$ cat src/hdl/sit_ram.sv
// Generic simple dual-port RAM, one write and one registered read port.
`timescale 1ns / 1ps
`default_nettype none
module sit_ram #(
  parameter int unsigned Width = 8,
  parameter int unsigned Depth = 16
) (
  input  wire logic                     clk_i,
  input  wire logic                     we_i,
  input  wire logic [$clog2(Depth)-1:0] waddr_i,
  input  wire logic [Width-1:0]         wdata_i,
  input  wire logic [$clog2(Depth)-1:0] raddr_i,
  output logic      [Width-1:0]         rdata_o
);

  logic [Width-1:0] mem_q [Depth];

  always_ff @(posedge clk_i) begin
    if (we_i) begin
      mem_q[waddr_i] <= wdata_i;
    end
    rdata_o <= mem_q[raddr_i];
  end

endmodule
`default_nettype wire

$ cat config.mk
export PLATFORM = sky130hd
export DESIGN_NAME = sit_ram
export DESIGN_NICKNAME = d
export VERILOG_FILES = /design/src/hdl/sit_ram.sv
export SDC_FILE = /design/constraint.sdc
export NUM_CORES = 1
export LEC_CHECK = 0
export ABC_CLOCK_PERIOD_IN_PS = 2900
export BUFFER_PORTS_ARGS = -buffer_cell sky130_fd_sc_hd__buf_4
export CAP_MARGIN = 40
export CORE_ASPECT_RATIO = 0.75
export CORE_MARGIN = 2
export CORE_UTILIZATION = 40
export CTS_CLUSTER_DIAMETER = 80
export DETAILED_ROUTE_END_ITERATION = 8
export SYNTH_ARGS = -nofsm -noshare
export SYNTH_HDL_FRONTEND = slang
export SYNTH_SLANG_ARGS = --single-unit
$ cat constraint.sdc
create_clock -name clk_i -period 2.9 [get_ports clk_i]
set_clock_uncertainty 0.1 [all_clocks]
set_input_delay 0.725 -clock clk_i [delete_from_list [all_inputs] [get_ports clk_i]]
set_output_delay 0.725 -clock clk_i [all_outputs]
set_load 0.02 [all_outputs]
==> impl_results.md <==
* Status: completed
* Setup CP Type: input pin to flip-flop
* N_diodes at 0
* Slowest stage delay, CP at 0.60 ns
* Vias/cell at between 5 and 6
* Post-synthesis mux area share at 15.0%
* Filler cell count at ~1000
* Synth warnings at 0
* Vias in the first global route at between 2000 and 3000
* Main combinational cell family by area after synthesis: multiplexers
* Power Dens Cells at around 740 mW/mm^2
* # IOs at 26
* Die footprint at roughly 0.014 sq mm
* Main area contributors after synthesis: edfxtp_1 (75%), mux4_2 (7.9%), mux4_1 (7.1%)
* Max Clk Rate at 503 MHz
* Post-CTS Repair Setup Buffers at 0
* Post-Synth XOR/XNOR Area at 0%
* Worst hold margin at between 0.5 and 0.6 ns
* Total number of vias at about 2400
* Post-detail-place hpwl at around 6300 microns
* FF+latch count, synth at between 100 and 150
* TritonCTS clock tree: built
* Post-route ant nets at 0
* CP max FO at 17
* Placed cell area at roughly 0.0056 sq mm
* Flop pwr share at about 48%
* DRC viols at 0
* GP Congestion at between 0.6 and 0.7
* Switching Share at roughly a fifth
* Die width at 135 microns
* Synth cell count leaders: edfxtp_1 (128), mux4_2 (18), a22oi_1 (16)
* Critical Path RT at between 3 and 4 ns
* Psw at approximately 950 uW
* Setup repair after global routing missed its margin: false
* First-pass DRT Iterations at 4
* Worst-margin pin slew at between 0.6 and 0.7 ns
* HP Class: input pin to flip-flop
* Area leader, netlist: edfxtp_1
* Pwr Total at 4.60 mW
* Final hold vios at 0
* Tcrit/Tclk final at 68.5%
* Sequential share of the synthesized area at 77.8%
* Synth Area in Compound Gates at 2.33%
* Internal power at roughly 3.6 mW
* Syn_nets at around 250
* Share of post-route cells with drive strength above 1 at a little under a third
* Gr usage total at 15.7%
* Post-synth top area share at approximately 75%
* Maximum VDD drop at about 0.54 mV
* GRT overflow at 0
* Clk Latency, worst-skew pair at ~0.41 ns
* Simple-gate share of the synthesized area at ~3.2%
* Critical Path AT at 2.18 ns
* Post-synth EDFFs at 128
* Rows at 35
* Average wire per standard cell at between 20 and 25 microns
* CTS Sinks at between 100 and 150
* Count of cell types in the netlist at 19
* Top_reg_cell synth: edfxtp_1
* Initial Util at 41.4%
* H-tree levels at 4
* Final setup violation count at 0
* Net count, final at 300
* Post-Syn Instances at ~230
* Num CTS Buffers at 17
* CTS Hold Buffers Added at 0
* Layout area overhead at 20.7%
* First-pass GRT wire length at around 15000 microns
* Most frequent cell after synthesis: edfxtp_1
* Logic pwr share at approximately 5%
* Largest net degree at the start of global routing at 33
* Avg Cell Area, Syn at between 20 and 25 sq um
* Mapped cell area at just over 0.005 sq mm
* Leakage at between 2 and 2.5 nW
* # port buffers at 25
* Initial antenna violation count at 0
* Finished layout cell area at 0.00621 sq mm
* CTS max path bufs at 2
* Worst-path cell chain: buf_4 > buf_12 > mux4_1 > a22oi_1 > nand2_1
* Final Max Slew Viols at 0
* Max Cap Violations at 0
* Critical-path top delay cell: mux4_1
* Core area at 0.0124 sq mm
* Die Ht at 102 microns
* Slew margin rel. at a little under three fifths
* Worst setup SP type: input pin
* Clock power share at between 40% and 50%
* Ys async rst share at 0%
* Crit path capture type: flip-flop
* Setup TNS at 0 ns
* DR iter-0 viols at 190
* Root Buffer: clkbuf_16
* Synth Area in Adders at 0%
* Final WL at between 9000 and 10000 microns
* Final min period at slightly below 2 ns
* Worst-path clk slew at 0.06 ns
* Resize count post-CTS at 0
==> per-layer routing <==
metal  part of all wire, %  track usage, %  up-vias
li1                      -               -     1082
met5                     0               0        -
met4                   1.4            6.49        0
met1                    47            22.1     1282
met2                    46            23.9       69
met3                   5.1            3.87       11
==> registers in the layout (all words and copies together), names as in the netlist <==
name / cells
mem_q: 128
rdata_o: 8
==> final cells by class <==
cell class / instances / area [sq um] / area share (%)
timing repair buffer: 44 / 343 / 5.52
sequential: 136 / 4000 / 64.4
tap: 166 / 208 / 3.34
clock inverter: 15 / 176 / 2.84
clock buffer: 17 / 425 / 6.85
multi-input combinational: 83 / 1060 / 17.0
==> power groups by stage <==
| stage | logic (mW) | registers [mW] | clock network (mW) |
|---|---|---|---|
| finish | 0.229 | 2.21 | 2.16 |
| global route | 0.248 | 2.21 | 2.29 |
| CTS | 0.233 | 2.21 | 2.20 |
| detailed placement | 0.232 | 2.25 | 0 |
| global placement | 0.227 | 2.25 | 0 |
| floorplan | 0.112 | 2.26 | 0 |
==> cells in the final DEF, fill, tap and decap left out, types with 3 or more instances in the layout <==
cell type	count
edfxtp_1	128
buf_4	43
mux4_2	18
clkbuf_16	17
a22oi_1	16
mux4_1	14
nor2_1	13
nand2_1	9
dfxtp_1	8
clkinvlp_4	5
nor3_1	4
bufinv_16	3
==> worst max-delay path, delay by kind of cell <==
kind / cells / cell delay [ns]
compound gates: 1 / 0.25
buf+inv: 2 / 0.49
mux: 1 / 0.60
simple gates: 1 / 0.10
==> stage by stage <==
stage / worst slack [ns] / std cells / utilization [%]
after global placement: 0.453 / 429 / 45.1
after detailed placement: 0.433 / 429 / 45.1
after CTS: 0.872 / 461 / 50.0
after global routing: 0.776 / 461 / 50.0
final: 0.913 / 461 / 50.0
after floorplan: 0.582 / 229 / -
==> final timing paths <==
check	startpoint	cells past startpoint	to	slack, ns
worst max-delay path	raddr_i[0]	5	rdata_o[1]	0.91
worst min-delay path	wdata_i[0]	1	mem_q[7][0]	0.53
worst max register to register	mem_q[8][3]	3	rdata_o[3]	1.40
worst min register to register	mem_q[8][4]	3	rdata_o[4]	0.57
==> cell families (layout without fill, tap and decap cells) <==
logic type	after synthesis	count (layout)
muxes	32	32
AOI/OAI and AO/OA	16	16
DFF	136	136
buffers and inverters	10	76
and+or+nand+nor	35	35
Note: power is estimated with default switching activity, not from simulation.
