===== src/hdl/sit_pkg.sv =====
// Shared types, constants and operation codes of the sorted interval table.
`timescale 1ns / 1ps
`default_nettype none
package sit_pkg;

  localparam int unsigned Capacity    = 64;
  localparam int unsigned PayloadBits = 16;
  localparam int unsigned AddrW       = $clog2(Capacity);
  localparam int unsigned CntW        = $clog2(Capacity + 1);

  localparam logic [1:0] OpInsert = 2'd0;
  localparam logic [1:0] OpQuery  = 2'd1;
  localparam logic [1:0] OpRemove = 2'd2;

  typedef struct packed {
    logic [31:0]            start;
    logic [31:0]            length;
    logic [PayloadBits-1:0] payload;
  } entry_t;

  localparam int unsigned EntryW = $bits(entry_t);

  typedef struct packed {
    logic [1:0]             op;
    logic [31:0]            time_value;
    logic [31:0]            length_ticks;
    logic [PayloadBits-1:0] payload;
  } req_t;

  typedef struct packed {
    logic                   hit;
    logic                   table_full;
    logic [31:0]            found_start;
    logic [31:0]            found_length;
    logic [PayloadBits-1:0] found_payload;
    logic [CntW-1:0]        entry_count;
  } res_t;

  typedef struct packed {
    logic              we;
    logic [AddrW-1:0]  waddr;
    entry_t            wdata;
    logic [AddrW-1:0]  raddr;
  } ram_req_t;

endpackage
`default_nettype wire


===== src/hdl/sit_ctrl.sv =====
// Sequencer: scans the entry memory for each operation, and shifts and updates it for insert and remove.
`timescale 1ns / 1ps
`default_nettype none
module sit_ctrl (
  input  wire logic              clk_i,
  input  wire logic              rst_ni,
  input  wire logic              req_valid_i,
  output logic                   req_ready_o,
  input  wire sit_pkg::req_t     req_i,
  output logic                   res_valid_o,
  input  wire logic              res_ready_i,
  output sit_pkg::res_t          res_o,
  output sit_pkg::ram_req_t      ram_o,
  input  wire sit_pkg::entry_t   ram_rdata_i
);

  localparam logic [2:0] StIdle     = 3'd0;
  localparam logic [2:0] StScan     = 3'd1;
  localparam logic [2:0] StShiftIns = 3'd2;
  localparam logic [2:0] StPut      = 3'd3;
  localparam logic [2:0] StShiftRem = 3'd4;
  localparam logic [2:0] StDone     = 3'd5;

  localparam int unsigned AW = sit_pkg::AddrW;
  localparam int unsigned CW = sit_pkg::CntW;

  logic [2:0]            state_q, state_d;
  logic [CW-1:0]         occ_q, occ_d;
  logic [AW-1:0]         chk_q, chk_d;
  logic [AW-1:0]         src_q, src_d;
  logic [AW-1:0]         pos_q, pos_d;
  sit_pkg::req_t         req_q, req_d;
  sit_pkg::res_t         res_q, res_d;

  sit_pkg::entry_t       new_ent;
  logic [CW-1:0]         occ_m1;
  logic                  last;
  logic                  q_match;
  logic                  r_match;
  logic [32:0]           ent_end;

  assign new_ent.start   = req_q.time_value;
  assign new_ent.length  = req_q.length_ticks;
  assign new_ent.payload = req_q.payload;
  assign occ_m1          = occ_q - CW'(1);
  assign last            = ({1'b0, chk_q} + CW'(1)) == occ_q;
  assign ent_end         = {1'b0, ram_rdata_i.start} + {1'b0, ram_rdata_i.length};
  assign q_match         = (ram_rdata_i.start <= req_q.time_value) &&
                           ({1'b0, req_q.time_value} < ent_end);
  assign r_match         = (ram_rdata_i.start == req_q.time_value) &&
                           (ram_rdata_i.length == req_q.length_ticks) &&
                           (ram_rdata_i.payload == req_q.payload);

  always_comb begin
    state_d     = state_q;
    occ_d       = occ_q;
    chk_d       = chk_q;
    src_d       = src_q;
    pos_d       = pos_q;
    req_d       = req_q;
    res_d       = res_q;
    req_ready_o = 1'b0;
    res_valid_o = 1'b0;
    ram_o       = '0;

    case (state_q)
      StIdle: begin
        req_ready_o = 1'b1;
        if (req_valid_i) begin
          req_d = req_i;
          res_d = '0;
          case (req_i.op)
            sit_pkg::OpInsert: begin
              if (occ_q == CW'(sit_pkg::Capacity)) begin
                res_d.table_full = 1'b1;
                state_d          = StDone;
              end else if (occ_q == '0) begin
                ram_o.we            = 1'b1;
                ram_o.waddr         = '0;
                ram_o.wdata.start   = req_i.time_value;
                ram_o.wdata.length  = req_i.length_ticks;
                ram_o.wdata.payload = req_i.payload;
                occ_d               = CW'(1);
                res_d.hit           = 1'b1;
                state_d             = StDone;
              end else begin
                ram_o.raddr = '0;
                chk_d       = '0;
                state_d     = StScan;
              end
            end
            sit_pkg::OpQuery, sit_pkg::OpRemove: begin
              if (occ_q == '0) begin
                state_d = StDone;
              end else begin
                ram_o.raddr = '0;
                chk_d       = '0;
                state_d     = StScan;
              end
            end
            default: begin
              state_d = StDone;
            end
          endcase
        end
      end

      StScan: begin
        ram_o.raddr = chk_q + AW'(1);
        chk_d       = chk_q + AW'(1);
        case (req_q.op)
          sit_pkg::OpInsert: begin
            if (ram_rdata_i.start >= req_q.time_value) begin
              pos_d       = chk_q;
              ram_o.raddr = occ_m1[AW-1:0];
              src_d       = occ_m1[AW-1:0];
              state_d     = StShiftIns;
            end else if (last) begin
              ram_o.we    = 1'b1;
              ram_o.waddr = occ_q[AW-1:0];
              ram_o.wdata = new_ent;
              occ_d       = occ_q + CW'(1);
              res_d.hit   = 1'b1;
              state_d     = StDone;
            end
          end
          sit_pkg::OpQuery: begin
            if (q_match) begin
              res_d.hit           = 1'b1;
              res_d.found_start   = ram_rdata_i.start;
              res_d.found_length  = ram_rdata_i.length;
              res_d.found_payload = ram_rdata_i.payload;
              state_d             = StDone;
            end else if (last) begin
              state_d = StDone;
            end
          end
          default: begin
            if (r_match) begin
              if (last) begin
                occ_d     = occ_m1;
                res_d.hit = 1'b1;
                state_d   = StDone;
              end else begin
                src_d   = chk_q + AW'(1);
                state_d = StShiftRem;
              end
            end else if (last) begin
              state_d = StDone;
            end
          end
        endcase
      end

      StShiftIns: begin
        ram_o.we    = 1'b1;
        ram_o.waddr = src_q + AW'(1);
        ram_o.wdata = ram_rdata_i;
        if (src_q == pos_q) begin
          state_d = StPut;
        end else begin
          ram_o.raddr = src_q - AW'(1);
          src_d       = src_q - AW'(1);
        end
      end

      StPut: begin
        ram_o.we    = 1'b1;
        ram_o.waddr = pos_q;
        ram_o.wdata = new_ent;
        occ_d       = occ_q + CW'(1);
        res_d.hit   = 1'b1;
        state_d     = StDone;
      end

      StShiftRem: begin
        ram_o.we    = 1'b1;
        ram_o.waddr = src_q - AW'(1);
        ram_o.wdata = ram_rdata_i;
        if (({1'b0, src_q} + CW'(1)) == occ_q) begin
          occ_d     = occ_m1;
          res_d.hit = 1'b1;
          state_d   = StDone;
        end else begin
          ram_o.raddr = src_q + AW'(1);
          src_d       = src_q + AW'(1);
        end
      end

      StDone: begin
        res_valid_o = 1'b1;
        if (res_ready_i) begin
          state_d = StIdle;
        end
      end

      default: begin
        state_d = StIdle;
      end
    endcase
  end

  always_comb begin
    res_o             = res_q;
    res_o.entry_count = occ_q;
  end

  always_ff @(posedge clk_i or negedge rst_ni) begin
    if (!rst_ni) begin
      state_q <= StIdle;
      occ_q   <= '0;
    end else begin
      state_q <= state_d;
      occ_q   <= occ_d;
    end
  end

  always_ff @(posedge clk_i) begin
    chk_q <= chk_d;
    src_q <= src_d;
    pos_q <= pos_d;
    req_q <= req_d;
    res_q <= res_d;
  end

endmodule
`default_nettype wire


===== config.mk =====
export PLATFORM = sky130hd
export DESIGN_NAME = sit_ctrl
export DESIGN_NICKNAME = d
export VERILOG_FILES = /design/src/hdl/sit_pkg.sv /design/src/hdl/sit_ctrl.sv
export SDC_FILE = /design/constraint.sdc
export NUM_CORES = 1
export LEC_CHECK = 0
export ABC_AREA = 1
export BUFFER_PORTS_ARGS = -buffer_cell sky130_fd_sc_hd__buf_2
export CORE_MARGIN = 4
export CORE_UTILIZATION = 35
export CTS_BUF_LIST = sky130_fd_sc_hd__clkbuf_16
export DETAILED_ROUTE_END_ITERATION = 12
export HOLD_SLACK_MARGIN = 0.03
export RECOVER_POWER = 100
export SYNTH_ARGS = -nofsm -noshare
export SYNTH_HDL_FRONTEND = slang
export SYNTH_SLANG_ARGS = --single-unit

===== constraint.sdc =====
create_clock -name clk_i -period 6 [get_ports clk_i]
set_input_delay 0.6 -clock clk_i [delete_from_list [all_inputs] [get_ports clk_i]]
set_output_delay 0.6 -clock clk_i [all_outputs]
set_load 0.05 [all_outputs]

==> run_results.csv <==
group,metric,value,unit
run_status,outcome,"complete, but fails checks",
run_status,violated_checks,"max-capacitance violations, max-slew violations",
global_routing,grt_antenna_before_repair,4,
yosys,synth_enable_flop_cells,182,
power_and_ir_drop,irDropWorstVdd,0.361,mV
placed_design,gpl.final_weighted_congestion,0.927,
yosys,synthesis.area,13900,µm²
clock_network,cts.repair.resized,0,
sta,setup_repair_after_global_routing_missed_its_margin,"false",
floorplan,die_area,42900,µm²
setup_path,critPathMaxStageDelay,0.89,ns
placed_design,setup_slack_after_placement,1.04,ns
run,cap_violations,4,
power_and_ir_drop,netSwitchingFraction,54.0,%
floorplan,rows,72,
global_routing,pin_count_of_the_biggest_net_entering_global_routing,63,
floorplan,width_of_the_die,207,µm
route,post-route-drc-count,0,
setup_path,cp_data_arrival_time,4.75,ns
floorplan,num_io_pins,350,
worst_hold_path,min_path_cells,1,
yosys,synth-seq-cells,192,
clock_network,cts.root.buffer_cell,"sky130_fd_sc_hd__clkbuf_16",
route,drt-pass1-iter-count,5,
layout,areaGrowthSynthToFinish,18.3,%
clock_network,clk_latency,0.46,ns
setup_path,worst-path-max-fanout,24,
clock_network,cts_hold_buffers,1,
yosys,synth.net_count,1922,
route,first_iter_violations,1148,
route,detail-route-antenna-nets,0,
yosys,synth_top_cell_by_area,"sky130_fd_sc_hd__edfxtp_1",
setup_path,worst_setup_path_class,"flip-flop to output pin",
sta,timing.clock.skew,0.0126,ns
clock_network,cts_made_buffers,17,
floorplan,dieHeight,207,µm
clock_network,cts.path.max_buffers,2,
yosys,post_synth_inst_count,1653,
layout,layout-drive-gt1-share,11.5,%
setup_path,critPathCaptureType,"output pin",
route,route.detailed.vias_per_inst,5.21,
sta,timing.max_slew.rel_slack,-108,%
clock_network,tritoncts,"yes",
floorplan,floorplan.core_area,38900,µm²
clock_network,h-tree-depth,4,
global_routing,remaining_global_route_overflow,0,
setup_path,crit_chain,"nor2_1 > clkinv_1 > nor2_1 > inv_1 > nand2_2 > inv_1 > clkbuf_1 > o2111ai_1 > clkbuf_1",
power_and_ir_drop,cellLeakagePower,7.22,nW
floorplan,floorplan.initialDensity,35.7,%
sta,slew_viol_final,175,
global_routing,first_global_vias,13100,
route,wl,55100,µm
yosys,synthFlopType,"sky130_fd_sc_hd__edfxtp_1",
sta,timing.setup.tns,0,ns
setup_path,rrSetupSlack,0.98,ns
sta,layout_setup_ws,0.651,ns
power_and_ir_drop,net-switching-power,4.18,mW
placed_design,dpl.hpwl,43400,µm
clock_network,numClockSinks,192,
route,total_vias_in_the_final_route,13200,
worst_hold_path,hold_path.class,"input port to flip-flop",
clock_network,cts_post_setup_buffers_inserted,0,
yosys,syn_avg_cell_area,8.40,µm²
yosys,synth_warnings,0,
sta,timing.final.setup_violations,0,
power_and_ir_drop,clockPowerShare,15.1,%
sta,worst_slew_pin_slew,3.12,ns
yosys,synth-async-reset-ratio,5.21,%
placed_design,placement.io_buffers,349,
power_and_ir_drop,power.share.combinational,55.8,%
clock_network,clkTransAtPathRegs,0.08,ns
global_routing,first_pass_grt_wire_length,81200,µm
yosys,synth.yosys.seq_area_share,41.2,%
route,detail_route.wl_per_cell,21.8,µm
sta,layout_worst_path_cycle_share,89.2,%
layout,nNetsFinal,2263,
power_and_ir_drop,seq_power_share,29.1,%
setup_path,r2r.worst_path.cells,12,
power_and_ir_drop,pwr_density_cell,471,nW/µm²
yosys,proportion_of_netlist_area_held_by_the_largest_area_contributor,39.4,%
global_routing,track_usage,24.7,%
yosys,synth.lib_cells_used.distinct,60,
setup_path,worstPathRequired,5.40,ns
sta,finalWorstPathRequiredPeriod,5.35,ns
sta,timing.final.hold_violations,0,
sta,max_freq,187,MHz
setup_path,cp_slowest_cell,"sky130_fd_sc_hd__clkbuf_1",
power_and_ir_drop,cellInternalPower,3.56,mW
yosys,synth_top_cells_by_area,"sky130_fd_sc_hd__edfxtp_1 (39%), sky130_fd_sc_hd__nand2_1 (9.4%), sky130_fd_sc_hd__ha_1 (9.2%), sky130_fd_sc_hd__nor2_1 (6.2%), sky130_fd_sc_hd__inv_1 (5.6%)",
setup_path,crit_path_start_kind,"flip-flop",
-- state kept, by name, indices dropped and copies added, names as in the netlist --
name	count
new_ent	80
src_q	6
occ_q	7
state_q	3
chk_q	6
pos_q	6
req_q	2
res_o	82
-- through the flow --
step	area, µm²	hold slack, ns	cells	power (mW)	utilization, %
after global routing	16400	0.314	2526	8.16	42.2
after detailed placement	16200	0.489	2492	6.70	41.6
after CTS	16800	0.300	2525	7.89	43.2
after floorplan	13900	0.304	1653	5.46	-
final	16400	0.327	2527	7.74	42.2
after global placement	16200	0.484	2492	6.68	41.6
-- layout by cell type (no fill, tap or decap), drive strengths merged, types with 15 or more instances in the layout --
cell	instances
xnor2	24
nand2	358
nor2	242
edfxtp	182
a22oi	49
o2111ai	15
inv	231
clkbuf	244
a21oi	73
nand3	42
ha	102
o21ai	73
nand4	17
buf	138
o221ai	16
xor2	74
nor3	25
-- logic make-up after synthesis --
| kind of cell | Yosys count | share of synthesized area (%) |
|---|---|---|
| compound gates | 287 | 13.7 |
| buf+inv | 272 | 8.05 |
| flops | 192 | 41.2 |
| simple gates | 701 | 21.5 |
| fa+ha+maj | 103 | 9.33 |
| xor+xnor | 98 | 6.29 |
-- cells in the mapped netlist (9+ instances only) --
cell and n:
sky130_fd_sc_hd__o21ai_0 46, sky130_fd_sc_hd__a21oi_1 72, sky130_fd_sc_hd__nor3_1 20, sky130_fd_sc_hd__nand3_1 41
sky130_fd_sc_hd__xor2_1 73, sky130_fd_sc_hd__o221ai_1 16, sky130_fd_sc_hd__nand2_1 349, sky130_fd_sc_hd__dfrtp_1 10
sky130_fd_sc_hd__nand2_2 9, sky130_fd_sc_hd__ha_1 102, sky130_fd_sc_hd__o211ai_1 10, sky130_fd_sc_hd__inv_1 207
sky130_fd_sc_hd__nor2_1 229, sky130_fd_sc_hd__a22oi_1 49, sky130_fd_sc_hd__o21ai_2 18, sky130_fd_sc_hd__edfxtp_1 182
sky130_fd_sc_hd__inv_2 17, sky130_fd_sc_hd__o22ai_1 11, sky130_fd_sc_hd__buf_2 16, sky130_fd_sc_hd__clkbuf_1 19
sky130_fd_sc_hd__o2111ai_1 15, sky130_fd_sc_hd__nand4_1 15, sky130_fd_sc_hd__xnor2_1 23, sky130_fd_sc_hd__o21ai_1 9
-- layer usage --
layer  GRT usage, %  wire, µm
met5              0        10
met4           6.04       988
met3           5.01      3970
met2           41.6     26100
met1           32.7     24000
-- cell type report --
cell class,count,area (µm²)
multi-input combinational,1189,7020
tap,518,648
clock inverter,15,156
antenna,2,5.00
sequential,192,5720
fill,4109,22500
clock buffer,17,425
inverter,228,876
timing repair buffer,366,1580
-- final timing paths --
check / endpoint / start
max: ram_o[15] / state_q[0]
min: new_ent[21] / req_i[21]
max reg2reg: src_q[5] / state_q[0]
min reg2reg: pos_q[4] / chk_q[4]
max in group asynchronous: occ_q[4] / rst_ni
min in group asynchronous: occ_q[1] / rst_ni
-- power by group through the flow --
stage	combinational [mW]	sequential (mW)	clock, mW
6_report	4.32	2.25	1.17
5_1_grt	4.63	2.29	1.24
4_1_cts	4.45	2.24	1.19
3_5_place_dp	4.43	2.27	0
3_3_place_gp	4.41	2.27	0
2_1_floorplan	2.66	2.81	0
-- critical path, delay by kind of cell (launching register included) --
| family | cells | cell delay, ns |
|---|---|---|
| AND/OR/NAND/NOR | 3 | 0.79 |
| flip-flops | 1 | 0.42 |
| AO/OA/AOI/OAI | 1 | 0.76 |
| buffers and inverters | 5 | 2.29 |
(Power assumes the default switching activity.)
